--- config.mk ---
export PLATFORM = sky130hd
export DESIGN_NAME = multi_button_debounce_events
export DESIGN_NICKNAME = d
export VERILOG_FILES = /design/src/rtl/mbde_pkg.sv /design/src/rtl/mbde_cell.sv /design/src/rtl/multi_button_debounce_events.sv
export VERILOG_INCLUDE_DIRS = /design/src /design/src/rtl
export SDC_FILE = /design/constraint.sdc
export NUM_CORES = 2
export LEC_CHECK = 0
export CAP_MARGIN = 0
export CORE_AREA = 2 2 262 264
export CTS_BUF_LIST = sky130_fd_sc_hd__clkbuf_8 sky130_fd_sc_hd__clkbuf_16
export DETAILED_ROUTE_END_ITERATION = 16
export DIE_AREA = 0 0 264 266
export DONT_BUFFER_PORTS = 1
export PLACE_DENSITY = 0.85
export SLEW_MARGIN = 15
export SYNTH_ARGS = -nofsm -noshare
export SYNTH_HDL_FRONTEND = slang
export SYNTH_SLANG_ARGS = --single-unit
--- constraint.sdc ---
create_clock -name clk -period 14.3 [get_ports clk]
set_clock_uncertainty 0.15 [all_clocks]
set_input_delay 0.715 -clock clk [delete_from_list [all_inputs] [get_ports clk]]
set_output_delay 0.715 -clock clk [all_outputs]
set_load 0.005 [all_outputs]
--- src/rtl/assert_macros.svh ---
// ---------------------------------------------------------------------------
// Assertion macros
// Concurrent assertion wrappers clocked on clk and disabled in reset.
// ---------------------------------------------------------------------------
`ifndef ASSERT_MACROS_SVH
`define ASSERT_MACROS_SVH

`ifndef SYNTHESIS

`define ASSERT_ALWAYS(label, prop) \
    label: assert property (@(posedge clk) disable iff (!rst_n) (prop)) \
        else $error("assertion failed: always");

`define ASSERT_IMPLY(label, cond, prop) \
    label: assert property (@(posedge clk) disable iff (!rst_n) (cond) |-> (prop)) \
        else $error("assertion failed: same-cycle implication");

`define ASSERT_NEXT(label, cond, prop) \
    label: assert property (@(posedge clk) disable iff (!rst_n) (cond) |=> (prop)) \
        else $error("assertion failed: next-cycle implication");

`else

`define ASSERT_ALWAYS(label, prop)
`define ASSERT_IMPLY(label, cond, prop)
`define ASSERT_NEXT(label, cond, prop)

`endif

`endif

--- src/rtl/mbde_pkg.sv ---
// ---------------------------------------------------------------------------
// mbde_pkg
// Types and constants shared by the button debounce event block.
// ---------------------------------------------------------------------------
`default_nettype none

package mbde_pkg;

    localparam int BUTTON_SLOTS = 24;
    localparam int CNT_W        = 8;
    localparam int NUM_W        = 5;
    localparam int PIN_W        = 24;
    localparam int CFG_ADDR_W   = 3;
    localparam int CFG_DATA_W   = 24;

    localparam logic [CNT_W-1:0] DEBOUNCE_RST = 8'd5;
    localparam logic [CNT_W-1:0] LONG_RST     = 8'd100;
    localparam logic [CNT_W-1:0] DELAY_RST    = 8'd50;
    localparam logic [CNT_W-1:0] PERIOD_RST   = 8'd10;
    localparam logic [PIN_W-1:0] ACTIVE_RST   = 24'h000000;
    localparam logic [PIN_W-1:0] ENABLE_RST   = 24'hFFFFFF;

    typedef enum logic [1:0] {
        EV_PRESS   = 2'd0,
        EV_LONG    = 2'd1,
        EV_RELEASE = 2'd2,
        EV_REPEAT  = 2'd3
    } ev_kind_t;

    typedef enum logic [CFG_ADDR_W-1:0] {
        CFG_DEBOUNCE = 3'd0,
        CFG_LONG     = 3'd1,
        CFG_DELAY    = 3'd2,
        CFG_PERIOD   = 3'd3,
        CFG_ACTIVE   = 3'd4,
        CFG_ENABLE   = 3'd5
    } cfg_idx_t;

    typedef enum logic [1:0] {
        ST_IDLE,
        ST_SCAN,
        ST_FLUSH
    } state_t;

    // scan token and repeat bookkeeping handed from cell to cell
    typedef struct packed {
        logic             tok;
        logic [NUM_W-1:0] rb;
        logic             arm;
    } link_t;

    // event offered by a cell, all zero when not valid
    typedef struct packed {
        logic             valid;
        ev_kind_t         kind;
        logic [NUM_W-1:0] num;
    } ev_t;

endpackage

`default_nettype wire

--- src/rtl/mbde_cell.sv ---
// ---------------------------------------------------------------------------
// mbde_cell
// One button: hold counter, press/long/release decision on the scan token,
// and repeat bookkeeping passed on to the next cell.
// ---------------------------------------------------------------------------
`default_nettype none

module mbde_cell
    import mbde_pkg::*;
#(
    parameter int INDEX = 0
)(
    input  wire logic             clk,
    input  wire logic             rst_n,
    input  wire logic             en,
    input  wire logic             pin,
    input  wire logic             act,
    input  wire logic             btn_en,
    input  wire logic [CNT_W-1:0] deb,
    input  wire logic [CNT_W-1:0] lng,
    input  wire link_t            link_in,
    output link_t                 link_out,
    output ev_t                   ev
);

    localparam logic [NUM_W-1:0] NUM = NUM_W'(INDEX + 1);

    logic [CNT_W-1:0] cnt_reg, cnt_next;
    link_t            link_reg, link_next;
    logic [CNT_W:0]   inc;
    logic             pressed;

    assign pressed = (pin == act);
    assign inc     = {1'b0, cnt_reg} + {{CNT_W{1'b0}}, 1'b1};

    always_comb
    begin
        cnt_next  = cnt_reg;
        link_next = link_in;
        ev        = '0;
        if (link_in.tok && btn_en)
        begin
            if (pressed)
            begin
                if (inc > {1'b0, lng})
                begin
                    cnt_next = lng;
                end
                else if (inc == {1'b0, lng})
                begin
                    cnt_next = inc[CNT_W-1:0];
                    ev       = '{valid: 1'b1, kind: EV_LONG, num: NUM};
                end
                else if (inc == {1'b0, deb})
                begin
                    cnt_next      = inc[CNT_W-1:0];
                    ev            = '{valid: 1'b1, kind: EV_PRESS, num: NUM};
                    link_next.rb  = NUM;
                    link_next.arm = 1'b1;
                end
                else
                begin
                    cnt_next = inc[CNT_W-1:0];
                end
            end
            else if (cnt_reg >= deb)
            begin
                cnt_next = '0;
                ev       = '{valid: 1'b1, kind: EV_RELEASE, num: NUM};
                if (link_in.rb == NUM)
                begin
                    link_next.rb = '0;
                end
            end
        end
    end

    always_ff @(posedge clk or negedge rst_n)
    begin
        if (!rst_n)
        begin
            cnt_reg  <= '0;
            link_reg <= '0;
        end
        else if (en)
        begin
            cnt_reg  <= cnt_next;
            link_reg <= link_next;
        end
    end

    assign link_out = link_reg;

endmodule

`default_nettype wire

--- src/rtl/multi_button_debounce_events.sv ---
// ---------------------------------------------------------------------------
// multi_button_debounce_events
// Debounce a bank of buttons and stream press, long press, release and
// auto-repeat events, one word per event, tlast on the final one of a tick.
// ---------------------------------------------------------------------------
// Scan: a scan token walks the cell chain one button per cycle unless the
//   output stalls it; the final word of a tick goes from the pending
//   register into the output register after the token leaves the tail.
// Flow: one tick at a time, with or without events; s_tready returns once
//   the final word is registered.
// Reset: all hold counters clear, repeat disarmed, config registers at defaults.
`default_nettype none

`include "assert_macros.svh"

module multi_button_debounce_events
    import mbde_pkg::*;
#(
    parameter int BUTTON_COUNT = BUTTON_SLOTS
)(
    input  wire logic                  clk,
    input  wire logic                  rst_n,
    input  wire logic                  cfg_we,
    input  wire logic [CFG_ADDR_W-1:0] cfg_addr,
    input  wire logic [CFG_DATA_W-1:0] cfg_wdata,
    input  wire logic                  s_tvalid,
    output logic                       s_tready,
    input  wire logic [PIN_W-1:0]      s_tdata,   // [23:0] pin_levels
    output logic                       m_tvalid,
    input  wire logic                  m_tready,
    output logic [7:0]                 m_tdata,   // [1:0] event_kind, [6:2] button_number
    output logic                       m_tlast    // last_of_tick
);

    logic [CNT_W-1:0] deb_reg, lng_reg, delay_reg, period_reg;
    logic [PIN_W-1:0] act_reg, ena_reg;
    logic [PIN_W-1:0] pins_reg;

    state_t state_reg, state_next;

    logic             start_reg;
    logic [NUM_W-1:0] rb_reg;
    logic [CNT_W-1:0] cd_reg;

    ev_t              pend_reg;
    logic             m_tvalid_reg;
    logic [1:0]       m_kind_reg;
    logic [NUM_W-1:0] m_num_reg;
    logic             m_last_reg;

    link_t links [BUTTON_COUNT+1];
    ev_t   cell_ev [BUTTON_COUNT];
    logic [BUTTON_COUNT:0] tok_vec;

    ev_t              bus_ev, rep_ev, ev_now;
    logic [CNT_W-1:0] cd_base, cd_dec;
    logic             out_free, adv, chain_en, flush_push, ev_push;
    link_t            tail;

    // -- configuration -----------------------------------------------------
    always_ff @(posedge clk or negedge rst_n)
    begin
        if (!rst_n)
        begin
            deb_reg    <= DEBOUNCE_RST;
            lng_reg    <= LONG_RST;
            delay_reg  <= DELAY_RST;
            period_reg <= PERIOD_RST;
            act_reg    <= ACTIVE_RST;
            ena_reg    <= ENABLE_RST;
        end
        else if (cfg_we)
        begin
            unique case (cfg_idx_t'(cfg_addr))
                CFG_DEBOUNCE: deb_reg    <= cfg_wdata[CNT_W-1:0];
                CFG_LONG:     lng_reg    <= cfg_wdata[CNT_W-1:0];
                CFG_DELAY:    delay_reg  <= cfg_wdata[CNT_W-1:0];
                CFG_PERIOD:   period_reg <= cfg_wdata[CNT_W-1:0];
                CFG_ACTIVE:   act_reg    <= cfg_wdata[PIN_W-1:0];
                CFG_ENABLE:   ena_reg    <= cfg_wdata[PIN_W-1:0];
                default:      ;
            endcase
        end
    end

    // -- cell chain ------------------------------------------------------
    assign links[0] = '{tok: start_reg, rb: rb_reg, arm: 1'b0};
    assign tail     = links[BUTTON_COUNT];

    for (genvar i = 0; i < BUTTON_COUNT; i++)
    begin : g_cell
        mbde_cell #(
            .INDEX (i)
        ) u_cell (
            .clk      (clk),
            .rst_n    (rst_n),
            .en       (chain_en),
            .pin      (pins_reg[i]),
            .act      (act_reg[i]),
            .btn_en   (ena_reg[i]),
            .deb      (deb_reg),
            .lng      (lng_reg),
            .link_in  (links[i]),
            .link_out (links[i+1]),
            .ev       (cell_ev[i])
        );
        assign tok_vec[i] = links[i].tok;
    end
    assign tok_vec[BUTTON_COUNT] = tail.tok;

    always_comb
    begin
        bus_ev = '0;
        for (int i = 0; i < BUTTON_COUNT; i++)
        begin
            bus_ev = ev_t'(bus_ev | cell_ev[i]);
        end
    end

    // -- repeat stage at the chain tail -----------------------------------
    assign cd_base = tail.arm ? delay_reg : cd_reg;
    assign cd_dec  = cd_base - {{(CNT_W-1){1'b0}}, 1'b1};

    always_comb
    begin
        rep_ev = '0;
        if (tail.tok && (tail.rb != '0) && (cd_dec == '0))
        begin
            rep_ev = '{valid: 1'b1, kind: EV_REPEAT, num: tail.rb};
        end
    end

    assign ev_now   = tail.tok ? rep_ev : bus_ev;
    assign out_free = !m_tvalid_reg || m_tready;
    assign adv      = !(ev_now.valid && pend_reg.valid && !out_free);

    // -- control -------------------------------------------------------------
    always_comb
    begin
        state_next = state_reg;
        unique case (state_reg)
            ST_IDLE:
            begin
                if (s_tvalid)
                begin
                    state_next = ST_SCAN;
                end
            end
            ST_SCAN:
            begin
                if (tail.tok && adv)
                begin
                    state_next = ST_FLUSH;
                end
            end
            ST_FLUSH:
            begin
                if (!pend_reg.valid || out_free)
                begin
                    state_next = ST_IDLE;
                end
            end
            default: state_next = ST_IDLE;
        endcase
    end

    always_comb
    begin
        s_tready   = 1'b0;
        chain_en   = 1'b0;
        ev_push    = 1'b0;
        flush_push = 1'b0;
        unique case (state_reg)
            ST_IDLE:  s_tready = 1'b1;
            ST_SCAN:
            begin
                chain_en = adv;
                ev_push  = adv && ev_now.valid && pend_reg.valid;
            end
            ST_FLUSH: flush_push = pend_reg.valid && out_free;
            default:  ;
        endcase
    end

    always_ff @(posedge clk or negedge rst_n)
    begin
        if (!rst_n)
        begin
            state_reg <= ST_IDLE;
            start_reg <= 1'b0;
            rb_reg    <= '0;
            cd_reg    <= '0;
            pend_reg  <= '0;
        end
        else
        begin
            state_reg <= state_next;
            if (s_tvalid && s_tready)
            begin
                start_reg <= 1'b1;
            end
            else if (chain_en)
            begin
                start_reg <= 1'b0;
            end
            if (chain_en && tail.tok)
            begin
                rb_reg <= tail.rb;
                if (tail.rb != '0)
                begin
                    cd_reg <= (cd_dec == '0) ? period_reg : cd_dec;
                end
            end
            if (chain_en && ev_now.valid)
            begin
                pend_reg <= ev_now;
            end
            else if (flush_push)
            begin
                pend_reg <= '0;
            end
        end
    end

    always_ff @(posedge clk)
    begin
        if (s_tvalid && s_tready)
        begin
            pins_reg <= s_tdata;
        end
    end

    // -- output register ---------------------------------------------------
    always_ff @(posedge clk or negedge rst_n)
    begin
        if (!rst_n)
        begin
            m_tvalid_reg <= 1'b0;
        end
        else if (ev_push || flush_push)
        begin
            m_tvalid_reg <= 1'b1;
        end
        else if (m_tready)
        begin
            m_tvalid_reg <= 1'b0;
        end
    end

    always_ff @(posedge clk)
    begin
        if (ev_push || flush_push)
        begin
            m_kind_reg <= pend_reg.kind;
            m_num_reg  <= pend_reg.num;
            m_last_reg <= flush_push;
        end
    end

    assign m_tvalid = m_tvalid_reg;
    assign m_tdata  = {1'b0, m_num_reg, m_kind_reg};
    assign m_tlast  = m_last_reg;

    // -- checks ----------------------------------------------------------------
    `ASSERT_ALWAYS(a_one_token, $onehot0(tok_vec))
    `ASSERT_IMPLY(a_idle_empty, s_tready, (tok_vec == '0) && !pend_reg.valid && !start_reg)
    `ASSERT_NEXT(a_flush_last, flush_push, m_tvalid && m_tlast)
    `ASSERT_ALWAYS(a_rb_range, rb_reg <= NUM_W'(BUTTON_COUNT))
    `ASSERT_NEXT(a_push_clears, ev_push, m_tvalid && !m_tlast)

endmodule

`default_nettype wire
# Yosys cells after proc, flatten, opt, wreduce, memory -nomap -nowiden
# Index checks and enable logic that the tools add are counted.
# W data, S select, Z words.
[totals]
out_inout_bits = 11
in_bits = 56
reg_bits = 497
[classes]
n_reduce_logical = 105
add_sub_neg = 25
n_bitwise = 23
n_eq_ne = 106
n_lt_le_gt_ge = 48
mux = 426
[ops]
columns = ["op", "count"]
rows = [
  ["$mux W8", 222],
  ["$mux W6", 96],
  ["$eq A9 B8 Y1", 48],
  ["$mux W5", 72],
  ["$add A8 B1 Y9 const B", 24],
  ["$gt A9 B8 Y1", 24],
  ["$ge A8 B8 Y1", 24],
  ["$or A8 B8 Y8", 23],
  ["$reduce_and A3 Y1", 25],
  ["$reduce_bool A2 Y1", 27],
  ["$eq A5 B5 Y1 const B", 9],
  ["$eq A5 B4 Y1 const B", 8],
  ["$logic_and A1 B1 Y1", 35],
  ["$mux W1", 32],
  ["$eq A1 B1 Y1", 24],
  ["$eq A5 B3 Y1 const B", 4],
  ["$reduce_and A2 Y1", 7],
  ["$eq A5 B2 Y1 const B", 2],
  ["$logic_not A8 Y1", 1],
  ["$sub A8 B1 Y8 const B", 1],
  ["$eq A3 B2 Y1 const B", 2],
  ["$eq A3 B3 Y1 const B", 2],
  ["$mux W2", 3],
  ["$ne A2 B2 Y1 const B", 3],
  ["10 further kinds", 15],
]

# Depth between registers and ports, before layout
[depth]
depth_word = 39
mapped_depth = 21
mapped_depth_nobuf = 18

# Cells and area by module
# From an unflattened synthesis, not the netlist that was laid out.
[hier_totals]
hier_cells = 5054
area_unflattened_um2 = 45267.2
[by_module_without_submodules]
columns = ["module", "seq_area_each_um2", "area_per_inst_um2", "cells_each", "instances"]
rows = [
  ["multi_button_debounce_events", 3631.0, 5998.3, 434, 1],
  ["mbde_cell at g_cell[4].u_cell ...", 375.4, 1769.2, 190, 2],
  ["mbde_cell at g_cell[12].u_cell ...", 375.4, 1575.3, 190, 2],
  ["mbde_cell at g_cell[19].u_cell", 375.4, 1759.2, 202, 1],
  ["mbde_cell at g_cell[20].u_cell", 375.4, 1702.9, 201, 1],
  ["mbde_cell at g_cell[10].u_cell", 375.4, 1696.6, 201, 1],
  ["mbde_cell at g_cell[0].u_cell", 375.4, 1687.9, 206, 1],
  ["mbde_cell at g_cell[16].u_cell", 375.4, 1679.1, 199, 1],
  ["mbde_cell at g_cell[23].u_cell", 375.4, 1651.6, 201, 1],
  ["mbde_cell at g_cell[2].u_cell", 375.4, 1650.3, 185, 1],
  ["mbde_cell at g_cell[18].u_cell", 375.4, 1646.6, 189, 1],
  ["mbde_cell at g_cell[17].u_cell", 375.4, 1621.6, 194, 1],
  ["mbde_cell at g_cell[7].u_cell", 375.4, 1620.3, 198, 1],
  ["mbde_cell at g_cell[1].u_cell", 375.4, 1617.8, 192, 1],
  ["9 more rows", "--", "--", "--", "--"],
]

# Least setup slack after synthesis
# No wires, ideal clock.
[synth_path]
path_type = "reg-to-reg"
start = "reg deb_reg[1]"
end = "reg g_cell[15].u_cell.cnt_reg[1]"
required_time_ps = 14025
stages_incl_launch_ff = 17
t_arrival_ps = 4883
slack_ps = 9143
setup_ps = 125
period_less_slack_ps = 5157
n_path_buf = 4
path_cell_list = "dfrtp_1 -> clkbuf_1 -> buf_2 -> buf_2 -> inv_1 -> ha_1 -> a211oi_1 -> nor3_1 -> o31a_1 -> o311ai_0 -> a31o_2 -> nor4bb_1 -> and3_1 -> a211oi_2 -> buf_4 -> nor3_1 -> mux2_2"
[synth_via]
elab_chain_cells = 35
[synth_lines]
columns = ["item", "line_no", "text"]
rows = [
  ["start: declaration", "multi_button_debounce_events.sv:35", "logic [CNT_W-1:0] deb_reg, lng_reg, delay_reg, period_reg;"],
  ["start signal: assignment", "multi_button_debounce_events.sv:75", "CFG_DEBOUNCE: deb_reg <= cfg_wdata[CNT_W-1:0];"],
  ["parallel branches: the longest is 34 deep, another holds $ge A8 B8 Y1", "--", ""],
  ["$reduce_and A3 Y1 (no source line) (*)", "--", ""],
  ["end signal: assignment", "mbde_cell.sv:87", "cnt_reg <= cnt_next;"],
  ["end: declaration", "mbde_cell.sv:28", "logic [CNT_W-1:0] cnt_reg, cnt_next;"],
]
# Mark *: on every way between the ends.
# A chain may end at the register's enable or synchronous reset.

# Final worst setup path
[layout_path]
start = "reg lng_reg[2]"
end = "reg g_cell[17].u_cell.link_reg, in the netlist g_cell[17].u_cell.link_out[4]"
[layout_via]
elab_chain_cells = 33
[layout_lines]
columns = ["item", "line_no", "text"]
rows = [
  ["start: declaration", "multi_button_debounce_events.sv:35", ""],
  ["start signal: assignment", "multi_button_debounce_events.sv:76", "CFG_LONG: lng_reg <= cfg_wdata[CNT_W-1:0];"],
  ["parallel branches: the longest is 33 deep, another holds $gt A9 B8 Y1", "--", ""],
  ["end signal: assignment", "mbde_cell.sv:88", "link_reg <= link_next;"],
  ["end: declaration", "mbde_cell.sv:29", "link_t link_reg, link_next;"],
]
# Parallel ways; which one is timed is not known.

==> results.md <==
- Remaining DRCs: 0
- CP Launch Point: lng_reg[2]
- Layout cells sized above 1: 11.3%
- Crit path cell chain: inv_2 -> buf_4 -> buf_4 -> ha_1 -> nand3_1 -> o21bai_1 -> a31oi_1 -> a2111oi_0 -> nand3_1 -> a221oi_1 -> nor4bb_1 -> and3_1 -> a211o_2 -> nand2_4 -> buf_4 -> o21ai_0
- Worst reg-to-reg path cell count: 16
- Synth area leaders: dfrtp_1 27%, ha_1 13%, mux2_2 6.4%
- Slew Viols, Final: 0
- I/O pins: 67
- Antenna-violating nets left: 0
- Overall Power: 8100 uW
- Max-Cap Viols: 0
- Post-CTS Setup Bufs: 0
- Fin crit share: 45.8%
- Largest net degree at the start of global routing: 466
- Final hold violation count: 0
- CP delay by family, top: compound AO/OA/AOI/OAI gates
- Htree depth: 2
- Post-Synthesis Cells: between 4000 and 5000
- Worst Hold Endpoint: deb_reg[6]
- Crit path kind: register to register
- Clk root buf: clkbuf_16
- Critical Path AT: 6910 ps
- DR WL/cell: 25.5 um
- Yosys Warn Count: 0
- Initial Util: 59.3%
- Reg2reg start: lng_reg[2]
- FF/Latch Area: around 13000 um^2
- Leakage: 0.0192 uW
- CP dominant cell by count: buf_4
- Overall routing resource usage: 37.6%
- Fmax: between 150 and 200 MHz
- Die W: between 200 and 300 um
- Hold_sp: cfg_wdata[6]
- Die area: 70200 um^2
- Hold Crit Class: input pin to register
- First-pass GRT wire length: 206 mm
- Critical-path top delay cell: a221oi_1
- Initial antenna violation count: 6
- Placeable Area: 67700 um^2
- Peak supply drop: 0.000167 V
- Largest area contributor in the netlist: dfrtp_1
- DRT Wirelength: 134 mm
- CP max stage delay: 860 ps
- Post-synthesis sequential area ratio: 31.5%
- Layout net count: 4818
- Final TNS setup: 0 ps
- Largest register FFs: 192
- DPL Wire Length: 90.1 mm
- Async SR Flop Fraction: roughly 94%
- Synth Register Bits: between 400 and 500
- Netlist cell types: 88
- FP Rows: between 90 and 100
- Layout fillers: between 5000 and 6000
- Worst EP required: 14650 ps
- Clk Latency, worst-skew pair: 670 ps
- RR Endpoint: g_cell[17].u_cell.link_out[4]
- Commonest non-fill, non-tap cell in the layout: dfrtp_1
- Synth Flop Type: dfrtp_1
- Hold_buf cts: 25
- Gpl congestion: between 1 and 1.5
- Hold Crit Depth: 2
- Vias per cell: ~7.1
- Clock-pin slew on the worst setup and hold paths: 70 ps
- Worst setup EP type: register
- Initial DRC count: 4556
- Max_slew headroom: 2.62%
- Min Tclk post-route: 6550 ps
- CP startpoint kind: register
- Setup Viol. Count Final: 0
- Mapped Avg Cell Area: slightly above 9 um^2
- Multi-input logic area: 26100 um^2
- Mapped Area: 40200 um^2
- Number of gates resized after cts: 0
- RSZ-0062 raised after global routing: false
- Port bufs: 0
- Tightest Pin Transition: 1450 ps
- Max Buffers Root-to-Sink: 3
- Synth top area share: 26.9%
- Vias in the first global route: 35800
- Pwr Density: between 150 and 200 nW/um^2
- CP Max Fanout: 67
- CTS Sinks: between 400 and 500
- Crit path buffers/inverters: 4
- Commonest cells after routing, fill and taps aside: 424 x dfrtp_1, 410 x ha_1, 369 x nor2_1
- Drt first pass iters: 8
- Instance count on the critical path: 16
- Count of flip-flops with a built-in enable after synthesis: 32
- Outcome: finished, final reports clean
- Synthesized Nets: 4890
- Die height: 266 um
- Gr ovfl total: 0
- CTS tree: built
- Syn-to-layout area delta: 7.43%
- R2R setup slack: 7750 ps
- DR vias: 37300
- Cts bufs inserted: 57
[how the worst max path moves through the flow]
stage	endpoint	slack [ps]
final	g_cell[17].u_cell.link_out[4]	7750
after global routing	g_cell[20].u_cell.link_out[2]	7520
after CTS	g_cell[15].u_cell.link_out[6]	8000
after detailed placement	g_cell[17].u_cell.link_out[2]	8030
after global placement	g_cell[17].u_cell.link_out[2]	8220
after floorplan	g_cell[15].u_cell.cnt_reg[1]	9140
[cells by family after synthesis]
logic type | Yosys count | synth area share (%)
AND/OR/NAND/NOR | 1347 | 16.9
AO/OA/AOI/OAI | 1183 | 19.2
flip-flops | 497 | 31.5
adder cells (fa/ha/maj) | 410 | 12.8
buffers and inverters | 373 | 3.63
XOR/XNOR | 312 | 7.84
multiplexers | 301 | 8.21
other | 1 | 0.00934
[synth_stat cells, drive strengths merged (62+ instances only)]
cell    instances
nand4          95
inv           144
a211oi         83
nand3         142
nor3          116
and3           62
a31oi          90
xnor2         157
o31ai          68
o21ai         305
a21oi         258
xor2          125
clkbuf        170
nor2          370
nand2         267
ha            410
dfrtp         431
mux2          227
a21o           65
mux2i          74
[power by group]
group          internal (uW)  total, uW  switching [uW]
combinational           1610       4180            2570
clock                    802       1470             665
sequential              1880       2450             570
total                   4300       8100            3800
[stage by stage]
| step | area, um^2 | utilization (%) | worst slack, ps | hold slack, ps | cells |
|---|---|---|---|---|---|
| 2_1_floorplan | 40200 | - | 9140 | 269 | 4424 |
| 3_3_place_gp | 40900 | 60.4 | 8220 | 283 | 5146 |
| 3_5_place_dp | 40900 | 60.4 | 8030 | 282 | 5146 |
| 4_1_cts | 43000 | 63.5 | 8000 | 5.20 | 5276 |
| 5_1_grt | 43100 | 63.7 | 7520 | 24.4 | 5280 |
| 6_report | 43100 | 63.7 | 7750 | 18.2 | 5281 |
[layer usage]
layer	share of wire [%]	vias up	wire length, um	GRT usage, %
met1	37	17700	49900	47.6
li1	-	16400	-	-
met4	8.2	8	11000	26.8
met5	0.031	-	42	0
met2	42	2481	55900	55.7
met3	13	661	17600	10.4
[area by class of cell]
class	count	area share, %
clock inverters	42	0.783
clock buffers	63	3.50
multi-input cells	3554	60.6
well taps	882	2.56
inverters	149	1.30
repair buffers	93	1.98
flip-flops and latches	497	29.3
diodes	1	0.00580
(Power assumes the default switching activity.)
